## src/rtl/slam_pkg.sv

```systemverilog
// slam_pkg: shared types, register indexes, codes and fixed-point constants
// for the stereo LFO amplitude modulator. No dependencies.
`default_nettype none

package slam_pkg;

  // Default sizes handed to the top level and to the channel interfaces
  localparam int SAMPLE_BITS_DEF  = 24;
  localparam int PHASE_BITS_DEF   = 24;
  localparam int SINE_ENTRIES_DEF = 1024;

  // Configuration port geometry
  localparam int CFG_INDEX_BITS = 3;
  localparam int CFG_DATA_BITS  = 24;

  // Modulation factor width, Q31 with headroom for AM overdrive
  localparam int MOD_BITS = 34;

  typedef enum logic [CFG_INDEX_BITS-1:0] {
    REG_PHASE_STEP,
    REG_MOD_MODE,
    REG_WAVE_SHAPE,
    REG_MOD_DEPTH,
    REG_AM_BIAS,
    REG_RIGHT_OFFSET,
    REG_OUT_GAIN,
    REG_WET_MIX
  } reg_index_t;

  typedef enum logic [1:0] {
    MODE_TREMOLO,
    MODE_AM,
    MODE_RING,
    MODE_UNITY
  } mod_mode_t;

  typedef enum logic [1:0] {
    SHAPE_SINE,
    SHAPE_TRIANGLE,
    SHAPE_SQUARE,
    SHAPE_SAW
  } wave_shape_t;

  // Sequencer states; PHASE through SAT run once per channel
  typedef enum logic [4:0] {
    ST_IDLE,
    ST_PHASE,
    ST_FOLD,
    ST_SQR,
    ST_C7,
    ST_SUB5,
    ST_T,
    ST_SUB3,
    ST_T2,
    ST_SUB1,
    ST_T3,
    ST_OSC,
    ST_MOD,
    ST_MVAL,
    ST_XLO,
    ST_XHI,
    ST_ACC,
    ST_GAIN,
    ST_WET,
    ST_MIX,
    ST_SAT,
    ST_LOAD
  } state_t;

  // Q1.15 unity, and register reset values
  localparam logic [15:0] ONE_Q15    = 16'h8000;
  localparam logic [15:0] GAIN_RESET = 16'd4096;

  // Odd 7th-order quarter-sine polynomial, Q28 coefficients
  localparam logic [29:0] COEF1 = 30'd421657428;
  localparam logic [29:0] COEF3 = 30'd173399668;
  localparam logic [29:0] COEF5 = 30'd21392319;
  localparam logic [29:0] COEF7 = 30'd1214623;

endpackage

`default_nettype wire

```

## src/rtl/slam_if.sv

```systemverilog
// slam_if: valid/ready channel interfaces for stereo sample requests and
// results. Depends on slam_pkg for the default sample width.
`default_nettype none

interface slam_in_if
  import slam_pkg::*;
#(
  parameter int SAMPLE_BITS = SAMPLE_BITS_DEF
);
  logic                          valid;
  logic                          ready;
  logic signed [SAMPLE_BITS-1:0] left_in;
  logic signed [SAMPLE_BITS-1:0] right_in;
  logic                          block_end;

  modport source (output valid, output left_in, output right_in, output block_end,
                  input ready);
  modport sink   (input valid, input left_in, input right_in, input block_end,
                  output ready);
endinterface

interface slam_out_if
  import slam_pkg::*;
#(
  parameter int SAMPLE_BITS = SAMPLE_BITS_DEF
);
  logic                          valid;
  logic                          ready;
  logic signed [SAMPLE_BITS-1:0] left_out;
  logic signed [SAMPLE_BITS-1:0] right_out;
  logic                          block_end_out;

  modport source (output valid, output left_out, output right_out,
                  output block_end_out, input ready);
  modport sink   (input valid, input left_out, input right_out,
                  input block_end_out, output ready);
endinterface

`default_nettype wire

```

## src/rtl/stereo_lfo_amplitude_modulator.sv

```systemverilog
// stereo_lfo_amplitude_modulator: stereo tremolo / AM / ring modulator with
// an LFO (sine by polynomial, triangle, square, saw). Uses slam_pkg, slam_if.
//
//   channel   dir  payload                               handshake
//   sample    in   left_in, right_in, block_end          valid / ready
//   result    out  left_out, right_out, block_end_out    valid / ready
//   cfg       in   cfg_index, cfg_data                   cfg_wr_en
//
// The sequencer runs 20 steps per channel through the single shared
// 18-bit-by-AW multiplier, plus one load step and one idle step; a new
// request is accepted only in the idle step, after the pair is finished.
// A result waiting in the output register stalls only the load step.
// Reset (rst, synchronous) clears the LFO phase and the sequencer and sets
// the configuration registers to their reset values. SINE_ENTRIES is a power of two.
`default_nettype none

module stereo_lfo_amplitude_modulator
  import slam_pkg::*;
#(
  parameter int SAMPLE_BITS  = SAMPLE_BITS_DEF,
  parameter int PHASE_BITS   = PHASE_BITS_DEF,
  parameter int SINE_ENTRIES = SINE_ENTRIES_DEF
) (
  input  logic                      clk,
  input  logic                      rst,
  slam_in_if.sink                   sample,
  slam_out_if.source                result,
  input  logic                      cfg_wr_en,
  input  logic [CFG_INDEX_BITS-1:0] cfg_index,
  input  logic [CFG_DATA_BITS-1:0]  cfg_data
);

  localparam int SINE_LOG = $clog2(SINE_ENTRIES);
  localparam int AW       = (SAMPLE_BITS + 6 > 30) ? SAMPLE_BITS + 6 : 30;
  localparam int BW       = 18;
  localparam int PW       = AW + BW;
  localparam int ACCW     = SAMPLE_BITS + 34;
  localparam int WW       = SAMPLE_BITS + 2;
  localparam int DW       = SAMPLE_BITS + 6;
  localparam int MW       = MOD_BITS;

  localparam logic [PHASE_BITS-1:0] HALF_PHASE = {1'b1, {(PHASE_BITS-1){1'b0}}};
  localparam logic [16:0] POS_ONE = 17'h08000;
  localparam logic [16:0] NEG_ONE = 17'h18000;
  localparam logic [16:0] FULL_QUARTER = 17'h10000;
  localparam logic [46:0] SINE_RND = 47'h0000_1000_0000;
  localparam logic signed [MW-1:0] M_UNITY = {{(MW-32){1'b0}}, 1'b1, 31'b0};
  localparam logic signed [ACCW-1:0] ACC_RND = {{(ACCW-31){1'b0}}, 1'b1, 30'b0};
  localparam logic signed [PW-1:0] RND12 = {{(PW-12){1'b0}}, 1'b1, 11'b0};
  localparam logic signed [PW-1:0] RND15 = {{(PW-15){1'b0}}, 1'b1, 14'b0};
  localparam logic signed [PW-1:0] SAT_HI =
    {{(PW-SAMPLE_BITS+1){1'b0}}, {(SAMPLE_BITS-1){1'b1}}};
  localparam logic signed [PW-1:0] SAT_LO = ~SAT_HI;

  // Configuration registers
  logic [23:0]     phase_step;
  mod_mode_t       mod_mode;
  wave_shape_t     wave_shape;
  logic [15:0]     mod_depth;
  logic [15:0]     am_bias;
  logic [23:0]     right_phase_offset;
  logic [15:0]     out_gain;
  logic [15:0]     wet_mix;

  // Control state
  state_t                  state, state_next;
  logic                    ch;
  logic                    res_valid;
  logic [PHASE_BITS-1:0]   lfo_phase;

  // Datapath registers
  logic signed [SAMPLE_BITS-1:0] xl, xr, yl, yr;
  logic                          be;
  logic [PHASE_BITS-1:0]         ph;
  logic [16:0]                   xs, x2;
  logic [29:0]                   tv;
  logic signed [16:0]            g;
  logic signed [MW-1:0]          m;
  logic signed [PW-1:0]          prod;
  logic signed [ACCW-1:0]        acc;
  logic signed [DW-1:0]          dv;
  logic signed [SAMPLE_BITS-1:0] res_left, res_right;
  logic                          res_end;

  // Combinational
  logic signed [SAMPLE_BITS-1:0] x_cur;
  logic signed [AW-1:0]          opa;
  logic signed [BW-1:0]          opb;
  logic signed [PW-1:0]          mul;
  logic [15:0]                   x16;
  logic [16:0]                   xs_next;
  logic [PHASE_BITS-1:0]         tri_d;
  logic [PHASE_BITS+16:0]        tri_w;
  logic [PHASE_BITS+15:0]        saw_w;
  logic [46:0]                   sine_w;
  logic [16:0]                   sine_mag;
  logic signed [16:0]            g_next;
  logic [16:0]                   gpos;
  logic [16:0]                   dinv;
  logic signed [MW-1:0]          m_next;
  logic signed [WW-1:0]          w;
  logic signed [PW-1:0]          rnd12, rnd15, ysum;
  logic signed [SAMPLE_BITS-1:0] y_next;
  logic                          in_take, out_take, load_ok;

  function automatic logic [15:0] clamp_one(input logic [15:0] v);
    clamp_one = (v > ONE_Q15) ? ONE_Q15 : v;
  endfunction

  assign in_take  = sample.valid && sample.ready;
  assign out_take = res_valid && result.ready;
  assign load_ok  = !res_valid || result.ready;
  assign x_cur    = ch ? xr : xl;

  // Shared multiplier
  assign mul = opa * opb;

  // Sine position: fold quadrants 1 and 3 back onto the rising quarter
  assign x16 = 16'(16'(ph[PHASE_BITS-3 -: SINE_LOG-2]) << (18 - SINE_LOG));
  assign xs_next = ph[PHASE_BITS-2] ? (FULL_QUARTER - 17'(x16)) : 17'(x16);

  // Oscillator value from the phase and the finished polynomial
  always_comb begin
    tri_d    = ph[PHASE_BITS-1] ? (ph - HALF_PHASE) : (HALF_PHASE - ph);
    tri_w    = {tri_d, 17'b0};
    saw_w    = {ph, 16'b0};
    sine_w   = {1'b0, prod[45:0]} + SINE_RND;
    sine_mag = sine_w[45:29];
    case (wave_shape)
      SHAPE_SINE:     g_next = ph[PHASE_BITS-1] ? (17'd0 - sine_mag) : sine_mag;
      SHAPE_TRIANGLE: g_next = POS_ONE - tri_w[PHASE_BITS+16:PHASE_BITS];
      SHAPE_SQUARE:   g_next = ph[PHASE_BITS-1] ? NEG_ONE : POS_ONE;
      SHAPE_SAW:      g_next = {1'b0, saw_w[PHASE_BITS+15:PHASE_BITS]} - POS_ONE;
      default:        g_next = POS_ONE;
    endcase
  end

  // Modulation factor in Q31
  assign gpos = 17'(g) + POS_ONE;
  assign dinv = POS_ONE - {1'b0, mod_depth};
  always_comb begin
    case (mod_mode)
      MODE_TREMOLO: m_next = (MW'(dinv) << 16) + MW'(prod);
      MODE_AM:      m_next = (MW'(am_bias) << 16) + (MW'(prod) << 1);
      MODE_RING:    m_next = MW'(g) << 16;
      MODE_UNITY:   m_next = M_UNITY;
      default:      m_next = M_UNITY;
    endcase
  end

  // Rounding, blend and saturation
  assign w      = acc[SAMPLE_BITS+32:31];
  assign rnd12  = prod + RND12;
  assign rnd15  = prod + RND15;
  assign ysum   = PW'(x_cur) + (rnd15 >>> 15);
  assign y_next = (ysum > SAT_HI) ? SAMPLE_BITS'(SAT_HI) :
                  (ysum < SAT_LO) ? SAMPLE_BITS'(SAT_LO) : SAMPLE_BITS'(ysum);

  // Next state
  always_comb begin
    state_next = state;
    case (state)
      ST_IDLE:  if (in_take) state_next = ST_PHASE;
      ST_PHASE: state_next = ST_FOLD;
      ST_FOLD:  state_next = ST_SQR;
      ST_SQR:   state_next = ST_C7;
      ST_C7:    state_next = ST_SUB5;
      ST_SUB5:  state_next = ST_T;
      ST_T:     state_next = ST_SUB3;
      ST_SUB3:  state_next = ST_T2;
      ST_T2:    state_next = ST_SUB1;
      ST_SUB1:  state_next = ST_T3;
      ST_T3:    state_next = ST_OSC;
      ST_OSC:   state_next = ST_MOD;
      ST_MOD:   state_next = ST_MVAL;
      ST_MVAL:  state_next = ST_XLO;
      ST_XLO:   state_next = ST_XHI;
      ST_XHI:   state_next = ST_ACC;
      ST_ACC:   state_next = ST_GAIN;
      ST_GAIN:  state_next = ST_WET;
      ST_WET:   state_next = ST_MIX;
      ST_MIX:   state_next = ST_SAT;
      ST_SAT:   state_next = ch ? ST_LOAD : ST_PHASE;
      ST_LOAD:  if (load_ok) state_next = ST_IDLE;
      default:  state_next = ST_IDLE;
    endcase
  end

  // Multiplier operand selection per step
  always_comb begin
    opa = '0;
    opb = '0;
    case (state)
      ST_SQR: begin
        opa = AW'(xs);
        opb = BW'(xs);
      end
      ST_C7: begin
        opa = AW'(COEF7);
        opb = BW'(prod[32:16]);
      end
      ST_T, ST_T2: begin
        opa = AW'(tv);
        opb = BW'(x2);
      end
      ST_T3: begin
        opa = AW'(tv);
        opb = BW'(xs);
      end
      ST_MOD: begin
        opa = (mod_mode == MODE_TREMOLO) ? AW'(gpos) : AW'(g);
        opb = BW'(mod_depth);
      end
      ST_XLO: begin
        opa = AW'(x_cur);
        opb = {1'b0, m[16:0]};
      end
      ST_XHI: begin
        opa = AW'(x_cur);
        opb = {m[MW-1], m[MW-1:17]};
      end
      ST_GAIN: begin
        opa = AW'(w);
        opb = BW'(out_gain);
      end
      ST_MIX: begin
        opa = AW'(dv);
        opb = BW'(wet_mix);
      end
      default: begin
        opa = '0;
        opb = '0;
      end
    endcase
  end

  // Control registers: sequencer, LFO phase, output valid, configuration
  always_ff @(posedge clk) begin
    if (rst) begin
      state              <= ST_IDLE;
      ch                 <= 1'b0;
      res_valid          <= 1'b0;
      lfo_phase          <= '0;
      phase_step         <= '0;
      mod_mode           <= MODE_TREMOLO;
      wave_shape         <= SHAPE_SINE;
      mod_depth          <= ONE_Q15;
      am_bias            <= ONE_Q15;
      right_phase_offset <= '0;
      out_gain           <= GAIN_RESET;
      wet_mix            <= ONE_Q15;
    end else begin
      state <= state_next;
      if (in_take) ch <= 1'b0;
      else if (state == ST_SAT) ch <= ~ch;
      // advance the LFO once both channels have read it
      if (state == ST_SAT && ch) lfo_phase <= lfo_phase + PHASE_BITS'(phase_step);
      if (state == ST_LOAD && load_ok) res_valid <= 1'b1;
      else if (out_take) res_valid <= 1'b0;
      if (cfg_wr_en) begin
        case (cfg_index)
          REG_PHASE_STEP:   phase_step         <= cfg_data[23:0];
          REG_MOD_MODE:     mod_mode           <= mod_mode_t'(cfg_data[1:0]);
          REG_WAVE_SHAPE:   wave_shape         <= wave_shape_t'(cfg_data[1:0]);
          REG_MOD_DEPTH:    mod_depth          <= clamp_one(cfg_data[15:0]);
          REG_AM_BIAS:      am_bias            <= clamp_one(cfg_data[15:0]);
          REG_RIGHT_OFFSET: right_phase_offset <= cfg_data[23:0];
          REG_OUT_GAIN:     out_gain           <= cfg_data[15:0];
          REG_WET_MIX:      wet_mix            <= clamp_one(cfg_data[15:0]);
          default:          ;
        endcase
      end
    end
  end

  // Datapath registers, stepped by the sequencer
  always_ff @(posedge clk) begin
    prod <= mul;
    case (state)
      ST_IDLE: begin
        if (in_take) begin
          xl <= SAMPLE_BITS'(sample.left_in);
          xr <= SAMPLE_BITS'(sample.right_in);
          be <= sample.block_end;
        end
      end
      ST_PHASE: ph <= ch ? (lfo_phase + PHASE_BITS'(right_phase_offset)) : lfo_phase;
      ST_FOLD:  xs <= xs_next;
      ST_C7:    x2 <= prod[32:16];
      ST_SUB5:  tv <= COEF5 - prod[45:16];
      ST_SUB3:  tv <= COEF3 - prod[45:16];
      ST_SUB1:  tv <= COEF1 - prod[45:16];
      ST_OSC:   g  <= g_next;
      ST_MVAL:  m  <= m_next;
      ST_XHI:   acc <= ACCW'(prod);
      ST_ACC:   acc <= acc + (ACCW'(prod) <<< 17) + ACC_RND;
      ST_WET:   dv <= DW'(rnd12 >>> 12) - DW'(x_cur);
      ST_SAT: begin
        if (ch) yr <= y_next;
        else yl <= y_next;
      end
      ST_LOAD: begin
        if (load_ok) begin
          res_left  <= yl;
          res_right <= yr;
          res_end   <= be;
        end
      end
      default: ;
    endcase
  end

  assign sample.ready         = (state == ST_IDLE);
  assign result.valid         = res_valid;
  assign result.left_out      = res_left;
  assign result.right_out     = res_right;
  assign result.block_end_out = res_end;

`ifndef SYNTH
  // a request accepted closes the input until the pair is finished
  a_busy_after_accept: assert property (@(posedge clk) disable iff (rst)
    in_take |=> !sample.ready)
    else $error("input ready right after an accepted request");

  // the LFO moves only at the end of the right channel
  a_phase_advance: assert property (@(posedge clk) disable iff (rst)
    (!$stable(lfo_phase) && !$past(rst)) |-> $past(state == ST_SAT && ch))
    else $error("LFO phase moved outside the right channel finish");

  // a new result appears only from the load step
  a_valid_from_load: assert property (@(posedge clk) disable iff (rst)
    $rose(res_valid) |-> $past(state == ST_LOAD))
    else $error("result valid raised outside the load step");

  // clamped Q1.15 registers never exceed one
  a_clamped_regs: assert property (@(posedge clk) disable iff (rst)
    (mod_depth <= ONE_Q15) && (am_bias <= ONE_Q15) && (wet_mix <= ONE_Q15))
    else $error("depth, bias or mix register above one");
`endif

endmodule

`default_nettype wire

```

## src/flat_wrapper.sv

```systemverilog
// flat-port wrapper written by rule: the top's interface ports become plain ports
module stereo_lfo_amplitude_modulator_flat import slam_pkg::*;
#(
  parameter int SAMPLE_BITS  = SAMPLE_BITS_DEF,
  parameter int PHASE_BITS   = PHASE_BITS_DEF,
  parameter int SINE_ENTRIES = SINE_ENTRIES_DEF
)
  (clk, rst, cfg_wr_en, cfg_index, cfg_data, sample_valid, sample_left_in, sample_right_in, sample_block_end, sample_ready, result_valid, result_left_out, result_right_out, result_block_end_out, result_ready);
  slam_in_if #(.SAMPLE_BITS(SAMPLE_BITS)) sample_i ();
  slam_out_if #(.SAMPLE_BITS(SAMPLE_BITS)) result_i ();
  input  logic clk;
  input  logic rst;
  input  logic cfg_wr_en;
  input  logic [CFG_INDEX_BITS-1:0] cfg_index;
  input  logic [CFG_DATA_BITS-1:0] cfg_data;
  input wire logic [$bits(sample_i.valid)-1:0] sample_valid;
  input wire logic [$bits(sample_i.left_in)-1:0] sample_left_in;
  input wire logic [$bits(sample_i.right_in)-1:0] sample_right_in;
  input wire logic [$bits(sample_i.block_end)-1:0] sample_block_end;
  output wire logic [$bits(sample_i.ready)-1:0] sample_ready;
  output wire logic [$bits(result_i.valid)-1:0] result_valid;
  output wire logic [$bits(result_i.left_out)-1:0] result_left_out;
  output wire logic [$bits(result_i.right_out)-1:0] result_right_out;
  output wire logic [$bits(result_i.block_end_out)-1:0] result_block_end_out;
  input wire logic [$bits(result_i.ready)-1:0] result_ready;
  assign sample_i.valid = sample_valid;
  assign sample_i.left_in = sample_left_in;
  assign sample_i.right_in = sample_right_in;
  assign sample_i.block_end = sample_block_end;
  assign sample_ready = sample_i.ready;
  assign result_valid = result_i.valid;
  assign result_left_out = result_i.left_out;
  assign result_right_out = result_i.right_out;
  assign result_block_end_out = result_i.block_end_out;
  assign result_i.ready = result_ready;
  stereo_lfo_amplitude_modulator #(.SAMPLE_BITS(SAMPLE_BITS), .PHASE_BITS(PHASE_BITS), .SINE_ENTRIES(SINE_ENTRIES)) u_core (.clk(clk), .rst(rst), .sample(sample_i), .result(result_i), .cfg_wr_en(cfg_wr_en), .cfg_index(cfg_index), .cfg_data(cfg_data));
endmodule
```

## config.mk

```make
export PLATFORM = sky130hd
export DESIGN_NAME = stereo_lfo_amplitude_modulator_flat
export DESIGN_NICKNAME = d
export VERILOG_FILES = /design/src/rtl/slam_pkg.sv /design/src/rtl/slam_if.sv /design/src/rtl/stereo_lfo_amplitude_modulator.sv /design/src/flat_wrapper.sv
export SDC_FILE = /design/constraint.sdc
export NUM_CORES = 2
export LEC_CHECK = 0
export ABC_CLOCK_PERIOD_IN_PS = 8160
export BUFFER_PORTS_ARGS = -buffer_cell sky130_fd_sc_hd__buf_2
export CAP_MARGIN = 20
export CORE_ASPECT_RATIO = 1.2
export CORE_MARGIN = 2
export CORE_UTILIZATION = 50
export DETAILED_ROUTE_END_ITERATION = 8
export PLACE_DENSITY = 0.69
export SLEW_MARGIN = 20
export SYNTH_ARGS = -nofsm -noshare
export SYNTH_HDL_FRONTEND = slang
export SYNTH_SLANG_ARGS = --single-unit
```

## constraint.sdc

```tcl
create_clock -name clk -period 8.16 [get_ports clk]
set_input_delay 2.04 -clock clk [delete_from_list [all_inputs] [get_ports clk]]
set_output_delay 2.04 -clock clk [all_outputs]
set_load 0.01 [all_outputs]
```

==> metrics.md <==
| Metric | Value |
|---|---|
| Filler cells | `8,969` |
| Synth Net Count | `6,780` |
| First-pass GRT wire length | `271 mm` |
| Die span in y | `358 um` |
| Largest net degree at the start of global routing | `92` |
| Worst vdd ir | `201 uV` |
| Slew @ Worst Pin | `1.12 ns` |
| Post-layout util | `0.598` |
| Synth Warn # | `0` |
| Tot Pwr | `12.1 mW` |
| Critical Path AT | `8.60 ns` |
| Largest area contributor in the netlist | `fa_1` |
| CP required | `8.71 ns` |
| Total gr overflow | `0` |
| CP most frequent cell | `fa_1` |
| Setup WS post-layout | `0.115 ns` |
| GR Util met2 | `0.550` |
| Detailed Place HPWL | `148 mm` |
| Grt met3 use | `0.0662` |
| Pre-CTS setup slack | `-0.394 ns` |
| CTS tree | `built` |
| Critical path fanouts, max | `11` |
| Clock sink count | `542` |
| Post-route DRC | `0` |
| CP Launch Type | `flip-flop` |
| I/O pin cnt | `132` |
| CP peak stage delay | `0.61 ns` |
| RSZ-0062 raised after global routing | `true` |
| Initial antenna violation count | `8` |
| Worst path bufs/invs | `7` |
| Layout cells sized above 1 | `0.167` |
| Crit path kind | `flip-flop to flip-flop` |
| Mapped Cells | `5,811` |
| Routability-driven placement congestion ratio | `1.02` |
| Initial core utilization | `0.505` |
| Largest delay contributor family on the critical path | `adder cells` |
| Max Clk Rate | `124 MHz` |
| Netlist cell types | `85` |
| CP endpoint kind | `flip-flop` |
| Total Routing Usage GR | `0.337` |
| Worst Hold Class | `flip-flop to flip-flop` |
| Max cap viols | `0` |
| Register bit count reported by yosys | `542` |
| P&R area growth vs syn | `18.3%` |
| Row Count | `129` |
| CTS Buffer Depth | `3` |
| Outcome | `completed` |
| Most common cell after layout, fill and taps aside | `nand2_1` |
| Max-slew headroom | `0.254` |
| Routed wire length | `181 mm` |
| Setup violations, final | `0` |
| I/O Buffers | `131` |
| Post-Syn Area | `52,200 um2` |
| # H-tree levels | `2` |
| TritonCTS buffer count | `60` |
| EDFF count, synth | `347` |
| Vias in the first global route | `44,600` |
| Die X | `299 um` |
| # nets final | `7,297` |
| Setup total negative slack | `0 ns` |
| 1st-iter DRT viols | `4,106` |
| Main synth FF type | `edfxtp_1` |
| Synth area leaders | `fa_1, edfxtp_1, ha_1, dfxtp_1, nand2_1` |
| Final Hold Vio Count | `0` |
| Worst hold margin | `0.419 ns` |
| Worst Skew | `0.0442 ns` |
| Slowest CP cell | `fa_1` |
| Clk pin slew, worst setup/hold paths | `0.06 ns` |
| Tcrit/Tclk final | `0.986` |
| DRT Pass-1 Iters | `8` |
| Fin crit period | `8.04 ns` |
| Clock latency on the worst-skew pair | `0.70 ns` |
| Wire per inst | `23.4 um` |
| Leak | `27.5 nW` |
| Mapped Avg Cell Area | `8.98 um2` |
| Post-DRT Antenna Nets | `0` |
| Root Buffer | `clkbuf_16` |
| Commonest non-fill, non-tap cells in the layout | `nand2_1, inv_1, fa_1` |
| DIE AREA | `107,000 um2` |
| PwrDens | `195 nW/um2` |
| Synth async-reset ratio | `0` |
| Sequential-to-total area share from yosys stat | `0.274` |
| Final Max Slew Viols | `0` |
| Via count | `44,600` |
| Via density per instance | `5.74` |
| Top cell type's share of synthesized area | `0.203` |
| Met1 Use GR | `0.414` |
| Grt peak-use layer | `met2` |
| Core Area | `103,000 um2` |
layer usage:
layer,vias up,part of all wire
met5,-,0.00017
met4,4,0.076
met3,535,0.085
met2,1912,0.46
met1,21700,0.38
li1,20400,-
where the power goes:
part	leakage, nW	internal [mW]	switching (mW)
sequential	4.74	3.39	0.275
combinational	21.7	2.10	3.42
clock	1.02	1.65	1.23
total	27.5	7.13	4.92
cells by family after synthesis:
logic type | Yosys count | share of synthesized area
fa+ha+maj | 888 | 0.289
mux | 75 | 0.0155
xor+xnor | 365 | 0.0612
buf+inv | 1028 | 0.0744
simple gates | 1820 | 0.152
compound gates | 1093 | 0.133
flops | 542 | 0.274
flip-flops by register name, indices dropped and copies added (netlist names), 30 cells and up:
register / count
u_core.m: 34
u_core.tv: 30
u_core.prod: 48
u_core.acc: 40
u_core.dv: 30
final cells by class:
class                   instances  area (um2)  area share
well taps                    1375        1720      0.0279
diodes                          6        15.0    0.000243
clock inverters                31         369     0.00598
inverters                     763        2860      0.0464
clock buffers                  82        1710      0.0278
flip-flops and latches        542       14300       0.232
multi-input cells            4241       34800       0.563
repair buffers                720        5930      0.0961
worst paths after layout:
check / startpoint / to / slack (ns) / cells after the start
max reg2reg: u_core.state[2]$_SDFFE_PP0P_ / u_core.prod[40]$_DFF_P_ / 0.12 / 31
min: u_core.yr[23]$_DFFE_PP_ / u_core.result.right_out[23]$_DFFE_PP_ / 0.42 / 0
max: u_core.state[2]$_SDFFE_PP0P_ / u_core.prod[40]$_DFF_P_ / 0.12 / 31
min reg2reg: u_core.yr[23]$_DFFE_PP_ / u_core.result.right_out[23]$_DFFE_PP_ / 0.42 / 0
synth_stat cells (all sizes together) (31+ instances only):
| cell type | count |
|---|---|
| buf | 31 |
| o21ai | 251 |
| xnor2 | 262 |
| a22oi | 63 |
| inv | 758 |
| nand2 | 832 |
| and2 | 32 |
| nand3 | 84 |
| nor2 | 481 |
| clkbuf | 234 |
| dfxtp | 195 |
| edfxtp | 347 |
| nand2b | 70 |
| a21o | 84 |
| nor3 | 90 |
| ha | 360 |
| a211oi | 38 |
| mux2 | 45 |
| o21a | 31 |
| xor2 | 103 |
| a21oi | 361 |
| nor2b | 62 |
| and3 | 40 |
| fa | 528 |
repair_timing:
| item | 4_1_cts | 5_1_grt |
|---|---|---|
| hold buffers | 0 | 0 |
| pin swaps | 6 | 73 |
| gates resized for setup | 22 | 194 |
| gates cloned | 0 | 4 |
| buffers inserted | 2 | 49 |
| setup endpoints to repair | 13 | 16 |
per-stage QoR:
step,cell area (um2),cells
finish,61700,7760
global route,61700,7755
CTS,60500,7701
detailed placement,58300,7586
global placement,58300,7586
floorplan,52300,5811
Note: power is estimated with default switching activity, not from simulation.
